==> src/design/cfq_pkg.sv <==
package cfq_pkg;

   localparam int DEPTH_DEFAULT      = 16;
   localparam int DATA_WIDTH_DEFAULT = 32;

   // Fixed field widths of the ports
   localparam int OP_W    = 2;
   localparam int WORD_W  = 32;
   localparam int STAT_W  = 2;
   localparam int CAP_W   = 5;
   localparam int CAP_RESET = 16;

   localparam logic [OP_W-1:0] OP_ENQUEUE = 2'd0;
   localparam logic [OP_W-1:0] OP_DEQUEUE = 2'd1;
   localparam logic [OP_W-1:0] OP_CLEAR   = 2'd2;
   localparam logic [OP_W-1:0] OP_QUERY   = 2'd3;

   localparam logic [STAT_W-1:0] STAT_OK    = 2'd0;
   localparam logic [STAT_W-1:0] STAT_FULL  = 2'd1;
   localparam logic [STAT_W-1:0] STAT_EMPTY = 2'd2;

   typedef struct packed {
      logic              load;
      logic              enq_ok;
      logic              deq_ok;
      logic              clr;
      logic [STAT_W-1:0] status;
   } cfq_cmd_type;

   typedef struct packed {
      logic empty;
      logic full;
   } cfq_stat_type;

endpackage

==> src/design/cfq_ctrl.sv <==
module cfq_ctrl
   import cfq_pkg::*;
(
   input  logic            clock,
   input  logic            reset,
   input  logic            req_valid,
   output logic            req_stall,
   input  logic [OP_W-1:0] req_opcode,
   output logic            rsp_valid,
   input  logic            rsp_stall,
   input  cfq_stat_type    stat,
   output cfq_cmd_type     cmd
);

   localparam logic ST_IDLE = 1'b0;
   localparam logic ST_HOLD = 1'b1;

   logic state_ff, state_in;
   logic accept;

   // Take a new word whenever the result register is free or drains this cycle
   assign req_stall = (state_ff == ST_HOLD) && rsp_stall;
   assign accept    = req_valid && !req_stall;
   assign rsp_valid = (state_ff == ST_HOLD);

   always_comb begin
      state_in = state_ff;
      unique case (state_ff)
         ST_IDLE: begin
            if (accept) state_in = ST_HOLD;
         end
         ST_HOLD: begin
            if (!rsp_stall && !accept) state_in = ST_IDLE;
         end
         default: state_in = ST_IDLE;
      endcase
   end

   always_comb begin
      cmd        = '0;
      cmd.load   = accept;
      cmd.status = STAT_OK;
      unique case (req_opcode)
         OP_ENQUEUE: begin
            if (stat.full) cmd.status = STAT_FULL;
            else           cmd.enq_ok = accept;
         end
         OP_DEQUEUE: begin
            if (stat.empty) cmd.status = STAT_EMPTY;
            else            cmd.deq_ok = accept;
         end
         OP_CLEAR: begin
            cmd.clr = accept;
         end
         OP_QUERY: begin
            cmd.status = STAT_OK;
         end
         default: cmd.status = STAT_OK;
      endcase
   end

   always_ff @(posedge clock) begin
      if (reset) state_ff <= ST_IDLE;
      else       state_ff <= state_in;
   end

endmodule

==> src/design/cfq_datapath.sv <==
module cfq_datapath
   import cfq_pkg::*;
#(
   parameter int DEPTH      = DEPTH_DEFAULT,
   parameter int DATA_WIDTH = DATA_WIDTH_DEFAULT
)(
   input  logic              clock,
   input  logic              reset,
   input  logic              csr_wr_en,
   input  logic [CAP_W-1:0]  csr_wr_data,
   input  logic [WORD_W-1:0] req_push_value,
   input  cfq_cmd_type       cmd,
   output cfq_stat_type      stat,
   output logic [STAT_W-1:0] rsp_status,
   output logic [WORD_W-1:0] rsp_pop_value,
   output logic              rsp_is_empty,
   output logic              rsp_is_full,
   output logic [CAP_W-1:0]  rsp_occupancy
);

   localparam int PW = $clog2(DEPTH);
   localparam int CW = (PW + 1 > CAP_W) ? PW + 1 : CAP_W;
   localparam logic [CAP_W-1:0] CAP_RST =
      CAP_W'((CAP_RESET > DEPTH) ? DEPTH : CAP_RESET);

   logic [DATA_WIDTH-1:0] mem [DEPTH];

   logic [PW-1:0]         head_ff, head_in;
   logic [PW-1:0]         tail_ff, tail_in;
   logic [CAP_W-1:0]      count_ff, count_in;
   logic [CAP_W-1:0]      cap_ff, cap_in;
   logic [DATA_WIDTH-1:0] rd_data_ff;
   logic                  pop_ok_ff;
   logic [STAT_W-1:0]     status_ff;
   logic                  empty_ff, full_ff;
   logic [PW-1:0]         head_next, tail_next;

   // Step a pointer by one, back to zero at or past the capacity
   function automatic logic [PW-1:0] advance(input logic [PW-1:0] ptr,
                                             input logic [CAP_W-1:0] cap);
      logic [CW-1:0] nxt;
      nxt = CW'(ptr) + CW'(1);
      if (nxt >= CW'(cap)) return '0;
      return nxt[PW-1:0];
   endfunction

   assign head_next = advance(head_ff, cap_ff);
   assign tail_next = advance(tail_ff, cap_ff);

   assign stat.empty = (count_ff == '0);
   assign stat.full  = (count_ff >= cap_ff);

   always_comb begin
      if (csr_wr_data == '0)
         cap_in = CAP_W'(1);
      else if (CW'(csr_wr_data) > CW'(DEPTH))
         cap_in = CAP_W'(DEPTH);
      else
         cap_in = csr_wr_data;
   end

   always_comb begin
      head_in  = head_ff;
      tail_in  = tail_ff;
      count_in = count_ff;
      if (cmd.clr) begin
         head_in  = '0;
         tail_in  = '0;
         count_in = '0;
      end else if (cmd.enq_ok) begin
         tail_in  = tail_next;
         count_in = count_ff + CAP_W'(1);
      end else if (cmd.deq_ok) begin
         head_in  = head_next;
         count_in = count_ff - CAP_W'(1);
      end
   end

   always_ff @(posedge clock) begin
      if (reset) begin
         head_ff  <= '0;
         tail_ff  <= '0;
         count_ff <= '0;
         cap_ff   <= CAP_RST;
      end else begin
         head_ff  <= head_in;
         tail_ff  <= tail_in;
         count_ff <= count_in;
         if (csr_wr_en) cap_ff <= cap_in;
      end
   end

   always_ff @(posedge clock) begin
      if (cmd.enq_ok) mem[tail_next] <= DATA_WIDTH'(req_push_value);
      if (cmd.deq_ok) rd_data_ff <= mem[head_next];
   end

   // Result payload, held while the word waits downstream
   always_ff @(posedge clock) begin
      if (cmd.load) begin
         status_ff <= cmd.status;
         pop_ok_ff <= cmd.deq_ok;
         empty_ff  <= (count_in == '0);
         full_ff   <= (count_in >= cap_ff);
      end
   end

   assign rsp_status    = status_ff;
   assign rsp_pop_value = pop_ok_ff ? WORD_W'(rd_data_ff) : '0;
   assign rsp_is_empty  = empty_ff;
   assign rsp_is_full   = full_ff;
   assign rsp_occupancy = count_ff;

`ifndef NO_ASSERTIONS
   a_clear_zeroes: assert property (@(posedge clock) disable iff (reset)
      cmd.clr |=> (count_ff == '0) && (head_ff == '0) && (tail_ff == '0))
      else $error("clear left pointers or count nonzero");

   a_enq_count: assert property (@(posedge clock) disable iff (reset)
      cmd.enq_ok |=> count_ff == $past(count_ff) + CAP_W'(1))
      else $error("enqueue did not raise the count by one");

   a_deq_count: assert property (@(posedge clock) disable iff (reset)
      cmd.deq_ok |=> count_ff == $past(count_ff) - CAP_W'(1))
      else $error("dequeue did not lower the count by one");

   a_idle_stable: assert property (@(posedge clock) disable iff (reset)
      !cmd.load |=> $stable(count_ff) && $stable(head_ff) && $stable(tail_ff))
      else $error("queue state moved without an accepted word");

   a_empty_flag: assert property (@(posedge clock) disable iff (reset)
      cmd.load |=> rsp_is_empty == (count_ff == '0))
      else $error("empty flag disagrees with count");
`endif

endmodule

==> src/design/circular_fifo_queue_core.sv <==
// Channel   Handshake             Payload
// req       req_valid/req_stall   req_opcode, req_push_value
// rsp       rsp_valid/rsp_stall   rsp_status, rsp_pop_value, rsp_is_empty,
//                                 rsp_is_full, rsp_occupancy
// csr       csr_wr_en             csr_wr_data (capacity in use)
//
// One word per cycle; a result appears the cycle after its request is taken.
// The single result register sets the rate: a new request is taken in the
// cycle the held result drains, and req_stall follows rsp_stall while full.
// Synchronous active-high reset clears pointers and count; capacity resets
// to 16 (clamped to DEPTH). Store contents are undefined until written.
module circular_fifo_queue_core
   import cfq_pkg::*;
#(
   parameter int DEPTH      = DEPTH_DEFAULT,
   parameter int DATA_WIDTH = DATA_WIDTH_DEFAULT
)(
   input  logic              clock,
   input  logic              reset,
   input  logic              csr_wr_en,
   input  logic [CAP_W-1:0]  csr_wr_data,
   input  logic              req_valid,
   output logic              req_stall,
   input  logic [OP_W-1:0]   req_opcode,
   input  logic [WORD_W-1:0] req_push_value,
   output logic              rsp_valid,
   input  logic              rsp_stall,
   output logic [STAT_W-1:0] rsp_status,
   output logic [WORD_W-1:0] rsp_pop_value,
   output logic              rsp_is_empty,
   output logic              rsp_is_full,
   output logic [CAP_W-1:0]  rsp_occupancy
);

   cfq_cmd_type  cmd;
   cfq_stat_type stat;

   cfq_ctrl u_ctrl (
      .clock      (clock),
      .reset      (reset),
      .req_valid  (req_valid),
      .req_stall  (req_stall),
      .req_opcode (req_opcode),
      .rsp_valid  (rsp_valid),
      .rsp_stall  (rsp_stall),
      .stat       (stat),
      .cmd        (cmd)
   );

   cfq_datapath #(
      .DEPTH      (DEPTH),
      .DATA_WIDTH (DATA_WIDTH)
   ) u_datapath (
      .clock          (clock),
      .reset          (reset),
      .csr_wr_en      (csr_wr_en),
      .csr_wr_data    (csr_wr_data),
      .req_push_value (req_push_value),
      .cmd            (cmd),
      .stat           (stat),
      .rsp_status     (rsp_status),
      .rsp_pop_value  (rsp_pop_value),
      .rsp_is_empty   (rsp_is_empty),
      .rsp_is_full    (rsp_is_full),
      .rsp_occupancy  (rsp_occupancy)
   );

endmodule

==> config.mk <==
export PLATFORM = sky130hd
export DESIGN_NAME = circular_fifo_queue_core
export DESIGN_NICKNAME = d
export VERILOG_FILES = /design/src/design/cfq_pkg.sv /design/src/design/cfq_ctrl.sv /design/src/design/cfq_datapath.sv /design/src/design/circular_fifo_queue_core.sv
export SDC_FILE = /design/constraint.sdc
export NUM_CORES = 1
export LEC_CHECK = 0
export ABC_AREA = 0
export BUFFER_PORTS_ARGS = -buffer_cell sky130_fd_sc_hd__buf_2
export CAP_MARGIN = 25
export CORE_MARGIN = 1
export CORE_UTILIZATION = 58
export CTS_CLUSTER_DIAMETER = 60
export DETAILED_ROUTE_END_ITERATION = 6
export PLACE_DENSITY = 0.75
export SETUP_SLACK_MARGIN = 0.1
export SKIP_CTS_REPAIR_TIMING = 1
export SYNTH_ARGS = -nofsm -noshare
export SYNTH_HDL_FRONTEND = slang
export SYNTH_SLANG_ARGS = --single-unit
==> constraint.sdc <==
create_clock -name clock -period 14.1 [get_ports clock]
set_clock_uncertainty 0.05 [all_clocks]
set_input_delay 2.82 -clock clock [delete_from_list [all_inputs] [get_ports clock]]
set_output_delay 2.82 -clock clock [all_outputs]
set_load 0.01 [all_outputs]
# --- After elaboration in Yosys (flattened, before gate mapping) ---
# Memory sizes are Yosys's and may differ from the RTL's. A register that Yosys moved wholly into a read port is not among the register bits.
# Cells that the tools add are included.
classes:
  add_sub_neg: 4
  n_lt_le_gt_ge: 5
  eq_ne: 2
  muxes: 25
  n_bitwise: 2
  n_reduce_logical: 12
ops:
  columns: ["operator", "n"]
  rows:
  - ["$mux 32", 1]
  - ["$mux 5", 5]
  - ["$ge 5x5->1", 4]
  - ["$mux 4", 4]
  - ["$logic_not 5->1", 3]
  - ["$mux 1", 12]
  - ["$add 4x1->5 const B", 2]
  - ["$add 5x1->5 const B", 1]
  - ["$gt 5x5->1 const B", 1]
  - ["$sub 5x1->5 const B", 1]
  - ["$pmux 2 s2", 1]
  - ["$logic_and 1x1->1", 3]
  - ["$logic_not 1->1", 3]
  - ["$eq 2x1->1 const B", 1]
  - ["$eq 2x2->1 const B", 1]
  - ["$logic_not 2->1", 1]
  - ["$mux 2", 1]
  - ["$not 1->1", 2]
  - ["$pmux 1 s2", 1]
  - ["$reduce_and 2->1", 1]
  - ["$reduce_or 2->1", 1]
totals:
  regBits: 24
  mem_bits_rw: 512
  out_inout_bits: 43
  elab_cells: 60
  mem_count: 1
mem_list:
  columns: ["memory", "words", "width", "read_ports", "rd_clocked_by_memory_dff", "wr", "line", "rtl"]
  rows:
  - ["u_datapath.mem", 16, 32, 1, 1, 1, "cfq_datapath.sv:26", "logic [DATA_WIDTH-1:0] mem [DEPTH];"]

# --- Longest topological paths before layout ---
# Gate-level depths: netlist of run 1.
depth:
  ltp_word: 9
  depth_mapped: 15
  mapped_depth_nobuf: 15

# --- By module ---
# Synthesis of run 1 repeated with hierarchy kept, for this count alone.
hier_totals:
  hier_cells: 1605
  area_unflattened_um2: 23374.9
modules_own_cells:
  columns: ["mod", "instances", "cells_per_inst", "area_each_um2"]
  rows:
  - ["cfq_datapath", 1, 1593, 23253.6]
  - ["cfq_ctrl", 1, 12, 121.4]

# --- Worst setup path before layout of run 1 ---
# OpenSTA, ideal clock, no wires.
synth_path:
  path_type: "input to register"
  from: "input port req_opcode[0]"
  to: "memory u_datapath.mem[3][0] (netlist bit) (enable)"
  setup_time_ns: 0.513
  arrival_time_ns: 7.273
  required_time_ns: 13.537
  setup_slack_ns: 6.264
  path_stages: 6
  path_buffers: 0
  path_cell_list: "or3_1 > nor2_2 > o21ai_1 > nand2_1 > nand3_1 > nor4b_1"
synth_via:
  elab_chain_len: 4
synth_rtl:
  columns: ["item", "line", "rtl"]
  rows:
  - ["start, declared", "circular_fifo_queue_core.sv:24", "input logic [OP_W-1:0] req_opcode,"]
  - ["$logic_not 2->1", "cfq_ctrl.sv:43", "unique case (req_opcode)"]
  - ["$mux 1", "cfq_ctrl.sv:43", null]
  - ["$mux 1", "cfq_datapath.sv:94", "if (cmd.enq_ok) mem[tail_next] <= DATA_WIDTH'(req_push_value);"]
  - ["$mux 1 (not written as such)", "cfq_datapath.sv:94", null]
  - ["end, declared", "cfq_datapath.sv:26", null]
# No other way between the ends.

# --- Worst setup path in the final report of run 1 ---
layout_path:
  from: "input port rsp_stall"
  to: "output port req_stall"
layout_via:
  elab_chain_len: 1
layout_rtl:
  columns: ["item", "line", "rtl"]
  rows:
  - ["start, declared", "circular_fifo_queue_core.sv:27", "input logic rsp_stall,"]
  - ["$logic_and 1x1->1", "cfq_ctrl.sv:22", "assign req_stall = (state_ff == ST_HOLD) && rsp_stall;"]
  - ["end, declared", "circular_fifo_queue_core.sv:23", "output logic req_stall,"]
# No other way between the ends.

==> results of run 1 <==
==> worst max-delay path by stage <==
| stage | to | slack, ns | cells past startpoint |
|---|---|---|---|
| 6_report | req_stall | 8.03 | 3 |
| 5_1_grt | req_stall | 8.01 | 3 |
| 4_1_cts | req_stall | 8.02 | 3 |
| 3_5_place_dp | u_datapath.mem[2][4] | 7.85 | 8 |
| 3_3_place_gp | u_datapath.mem[2][22] | 8.02 | 8 |
| 2_1_floorplan | u_datapath.mem[3][0] | 6.26 | 6 |
==> sequential cells by signal, summed over array words and instances (netlist names) <==
signal and cells:
u_ctrl.rsp_valid 1, u_datapath.cap_ff 5, u_datapath.head_ff 4, u_datapath.mem 512
u_datapath.pop_ok_ff 1, u_datapath.rd_data_ff 32, u_datapath.rsp_is_empty 1, u_datapath.rsp_is_full 1
u_datapath.rsp_occupancy 5, u_datapath.rsp_status 2, u_datapath.tail_ff 4
==> worst max-delay path, cell delays in order <==
cell	delay, ns
buf_2	0.10
and2_1	0.14
buf_2	0.14
==> layout make-up <==
| cell class | count | area (sq um) |
|---|---|---|
| inverter | 14 | 57.56 |
| timing repair buffer | 122 | 834.6 |
| clock inverter | 36 | 271.5 |
| tap | 518 | 648.1 |
| sequential | 568 | 16870 |
| fill | 2683 | 12880 |
| multi-input combinational | 794 | 5898 |
| clock buffer | 65 | 1456 |
==> through the flow <==
stage | hold WS (ns) | cell area (sq um)
final | 0.4594 | 26040
after global routing | 0.4719 | 26040
after CTS | 0.4550 | 25980
after detailed placement | 0.4370 | 24260
after global placement | 0.4129 | 24110
after floorplan | 0.4036 | 23030
==> cells by family (layout without fill, tap and decap cells) <==
kind of cell | Yosys count | in the layout | share of synthesized area, %
flip-flops | 568 | 568 | 73.24
AO/OA/AOI/OAI | 377 | 377 | 11.93
AND/OR/NAND/NOR | 255 | 255 | 5.438
multiplexers | 131 | 131 | 5.824
buffers and inverters | 108 | 237 | 1.923
adder cells (fa/ha/maj) | 25 | 25 | 1.358
XOR/XNOR | 6 | 6 | 0.2934
==> power groups by stage <==
stage / Combinational [mW] / Sequential [mW] / Clock [mW]
floorplan: 0.0845 / 1.90 / 0
finish: 0.151 / 1.87 / 1.40
global placement: 0.145 / 1.90 / 0
global route: 0.165 / 1.87 / 1.48
detailed placement: 0.150 / 1.91 / 0
CTS: 0.151 / 1.87 / 1.42
==> cells in the final DEF, fill, tap and decap left out, types with 5 or more instances in the layout <==
cell,instances
buf_2,86
nor3_1,10
nor3_2,5
ha_1,24
inv_1,13
nand2_1,77
o21bai_1,25
o2bb2ai_1,24
nor2_1,57
a221oi_1,24
buf_4,27
mux2_2,24
mux2i_1,107
o211a_1,25
clkinv_2,17
a31oi_1,9
dfxtp_1,18
a311oi_1,24
a21oi_1,109
a22oi_1,25
edfxtp_1,549
o22ai_1,8
nand3_1,24
o32ai_1,24
o211ai_1,5
and2_1,34
o21ai_0,26
a221o_1,24
clkinv_1,11
nand2b_1,8
clkbuf_16,57
clkbuf_1,8
nor2_4,7
==> layer usage <==
metal	vias to the layer above	routed length, um	GRT usage, %
met2	559	25030	41.82
met5	-	0	0
met4	0	1355	9.361
met1	6703	21400	35.21
li1	6033	-	-
met3	101	3380	3.418
==> flow_summary.ini, run 1 <==
[timing]
period_needed_ns = 6.069
worst_pin_slew_ns = 1.033
max_freq_mhz = 164.8
rsz0062_at_grt = no
slew_headroom_pct = 31.12
finalCritPeriodShare_pct = 43.05
setup_viol = 0
setup_tns_ns = 0
hold_viol = 0
setup_slack_ns = 8.031
drv_slew = 0

[cts]
clock-sinks = 568
clk_root_buffer_cell = clkbuf_16
htreeDepth = 2
cts.clk_slew.worst_paths_ns = 0.06
cts_inserted_buffers = 55
clock_latency_ns = 0.61
clock_path_buffers = 3
cts_tree = yes

[final_layout]
drive_gt1_share_pct = 16.82
syn_to_final_growth_pct = 13.06
n_antenna_cell = 0
fin_cells = 2117
nNetsFinal = 1624
utilization_pct = 66.90

[route]
drt_iter0_markers = 1245
avgRoutedWirePerCell_um = 24.17
wl_um = 51170
antenna_left = 0
vias = 13400
drt-pass1-iter-count = 5
via_per_inst = 6.328
drc = 0

[pwr]
p_int_mw = 2.704
vdd_drop_max_mv = 0.1112
p_per_area_mw_per_mm2 = 131.5
clkPwrFrac_pct = 41.0
power.switching_uw = 720.6
seq_power_share_pct = 54.6
switching_share_pct = 21.05
static-leakage-power_nw = 8.486
p_comb_share_pct = 4.4
total_power_mw = 3.424

[die]
fp.dieArea_sq_mm = 0.04051
rows = 72
die_y_um = 201.3
num_io_pins = 87
core-area_sq_mm = 0.03892
die_w_um = 201.3
start_util_pct = 59.18

[synth]
synth_largest_area_cell = edfxtp_1
synth_warnings = 0
yosysSeqAreaShare_pct = 73.24
synth_area_sq_mm = 0.02303
synth.area.top_cells = edfxtp_1 72%, mux2i_1 4.7%, a21oi_1 2.5%
yosysUniqueCellTypes = 61
syn_inst = 1470
synth.avg_cell_area_sq_um = 15.67
synth_commonest_cells = 549 x edfxtp_1, 113 x a21oi_1, 107 x mux2i_1, 77 x nand2_1, 65 x nor2_1
synth_edf_count = 549
synth_top_area_share_pct = 71.59
synth_seq_cells = 568
ys.flop_type = edfxtp_1
yosysMostFrequentCell = edfxtp_1
syn_nets = 1539
ys_async_sr_fraction_pct = 0

[global_routing]
grt_max_degree = 73
overflow = 0
grt_use_total_pct = 25.50
first_global_vias = 13250
grt_pass1_wl_um = 78270
antenna_found_initial = 0

[place]
place_congestion = 0.8195
io_buffers = 86
place_inst = 2013
hpwl_um = 28460
pre_cts_slack_ns = 7.853

[worst_setup_path]
arrival_ns = 3.20
r2r_cells = 11
regToRegSetupSlack_ns = 9.16
r2r-end = u_datapath.rd_data_ff[31]
required_ns = 11.23
crit_type = in -> out
end_kind = primary output
reg2reg_from = u_datapath.head_ff[0]
worst_setup_path_start_kind = input pin
worst-path-max-fanout = 2
critPathLaunch = rsp_stall

[worst_hold_path]
hold_class = reg -> reg
whs_endpoint = u_datapath.cap_ff[4]
min_from = u_datapath.cap_ff[4]
holdPathStages = 2

[flow_run]
timing.max_cap.violations = 0

[run_status]
status = complete, no violations
No activity file was read; power rests on OpenSTA's default activity.
==> run 2: changes to the inputs <==
==> constraint.sdc (replaced) <==
create_clock -name clock -period 5.7 [get_ports clock]
set_clock_uncertainty 0.05 [all_clocks]
set_input_delay 1.14 -clock clock [delete_from_list [all_inputs] [get_ports clock]]
set_output_delay 1.14 -clock clock [all_outputs]
set_load 0.01 [all_outputs]
==> flow_summary.ini, run 2 (synthesized netlist as in run 1, its figures left out) <==
[pwr]
p_comb_share_pct = 4.5
seq_power_share_pct = 52.5
p_int_mw = 6.990
p_per_area_mw_per_mm2 = 334.1
vdd_drop_max_mv = 0.2994
clkPwrFrac_pct = 43.1
static-leakage-power_nw = 8.636
switching_share_pct = 20.65
power.switching_mw = 1.819

[global_routing]
grtUsageMet2_pct = 44.11
first_global_vias = 13690
gr-max-usage-layer = met2
met3_usage_pct = 4.389
antenna_found_initial = 1
grtUsageMet1_pct = 36.70
overflow = 0
grt_max_degree = 80
grt_use_total_pct = 26.62
grt_pass1_wl_um = 81560

[worst_setup_path]
r2r_cells = 9
arrival_ns = 4.72
crit_type = reg -> reg
r2r-end = u_datapath.mem[11][0]
worst-path-max-fanout = 24
required_ns = 5.95
worst_setup_path_start_kind = register
reg2reg_from = u_datapath.tail_ff[0]
end_kind = register
regToRegSetupSlack_ns = 1.23

[cts]
htreeDepth = 2
clock-sinks = 568
cts_inserted_buffers = 54
cts_tree = yes
clock_latency_ns = 0.61
clk_root_buffer_cell = clkbuf_16
clock_path_buffers = 3
cts.clk_slew.worst_paths_ns = 0.06

[die]
die_y_um = 201.3
fp.dieArea_sq_mm = 0.04051
start_util_pct = 59.18
core-area_sq_mm = 0.03892
rows = 72
die_w_um = 201.3
num_io_pins = 87

[run_status]
status = complete, no violations

[route]
wl_um = 53140
drc = 0
antenna_left = 0
drt_iter0_markers = 1279
vias = 13670
avgRoutedWirePerCell_um = 24.96
drt-pass1-iter-count = 5
via_per_inst = 6.419

[timing]
drv_slew = 0
worst_pin_slew_ns = 0.9989
setup_tns_ns = 0
finalCritPeriodShare_pct = 78.39
max_freq_mhz = 223.8
hold_viol = 0
fin_hold_ws_ns = 0.4411
setup_viol = 0
rsz0062_at_grt = no
period_needed_ns = 4.468
slew_headroom_pct = 33.16

[worst_hold_path]
min_from = u_datapath.tail_ff[1]
hold_class = reg -> reg
holdPathStages = 2
whs_endpoint = u_datapath.tail_ff[1]

[place]
hpwl_um = 30900
place_congestion = 0.8602
io_buffers = 86

[final_layout]
largest-register = u_datapath.mem
top_regs = u_datapath.mem: 512 flops, u_datapath.rd_data_ff: 32 flops
largest_reg_flops = 512
n_fill_cell = 2588
final_common_cell = edfxtp_1
nNetsFinal = 1636
syn_to_final_growth_pct = 14.50
drive_gt1_share_pct = 17.44
n_antenna_cell = 0
mostFrequentLayoutCells = 549 x edfxtp_1, 109 x a21oi_1, 107 x mux2i_1

[flow_run]
timing.max_cap.violations = 0
run 2: layout make-up:
type / instances / area [sq um] / area share [%]
Sequential cell: 568 / 16870 / 63.98
Multi-Input combinational cell: 794 / 5916 / 22.43
Clock buffer: 59 / 1391 / 5.276
Timing Repair Buffer: 135 / 1001 / 3.796
Tap cell: 518 / 648.1 / 2.458
Clock inverter: 41 / 485.5 / 1.841
Inverter: 14 / 57.56 / 0.2183
run 2: through the flow:
step | std cells | setup slack (ns) | cell area, sq um | utilization, % | power, mW
after floorplan | 1470 | 0.6839 | 23040 | - | 4.921
after global placement | 2020 | 1.440 | 24260 | 62.34 | 5.086
after detailed placement | 2026 | 1.393 | 24420 | 62.74 | 5.099
after CTS | 2126 | 1.345 | 26290 | 67.56 | 8.848
after global routing | 2129 | 1.063 | 26370 | 67.76 | 9.031
final | 2129 | 1.232 | 26370 | 67.76 | 8.809
run 2: power groups by stage:
stage	clock, mW	sequential [mW]	combinational [mW]
6_report	3.79	4.62	0.394
5_1_grt	3.98	4.62	0.428
4_1_cts	3.83	4.62	0.392
3_5_place_dp	0	4.71	0.389
3_3_place_gp	0	4.71	0.377
2_1_floorplan	0	4.71	0.210
run 2: worst max-delay path, stage by stage (launching register included):
cell	delay, ns
dfxtp_1	0.74
ha_1	0.33
xnor2_1	0.22
inv_1	0.14
ha_1	0.32
a21oi_1	0.14
o21a_1	0.58
nand4_1	0.51
nor3_2	0.85
buf_12	0.27
run 2: worst max-delay path by stage:
stage	slack, ns	startpoint	cells after the start	endpoint
2_1_floorplan	0.68	req_opcode[0]	6	u_datapath.mem[15][0]
3_5_place_dp	1.39	u_datapath.tail_ff[0]	7	u_datapath.mem[13][9]
3_3_place_gp	1.44	u_datapath.tail_ff[0]	7	u_datapath.mem[12][7]
5_1_grt	1.06	u_datapath.tail_ff[0]	8	u_datapath.mem[11][0]
6_report	1.23	u_datapath.tail_ff[0]	9	u_datapath.mem[11][0]
4_1_cts	1.35	u_datapath.tail_ff[0]	8	u_datapath.mem[11][29]
run 2: layer usage:
metal	vias to the layer above	wire, um
li1	6045	-
met1	6934	21850
met2	596	26290
met3	92	3855
met4	0	1146
met5	-	0
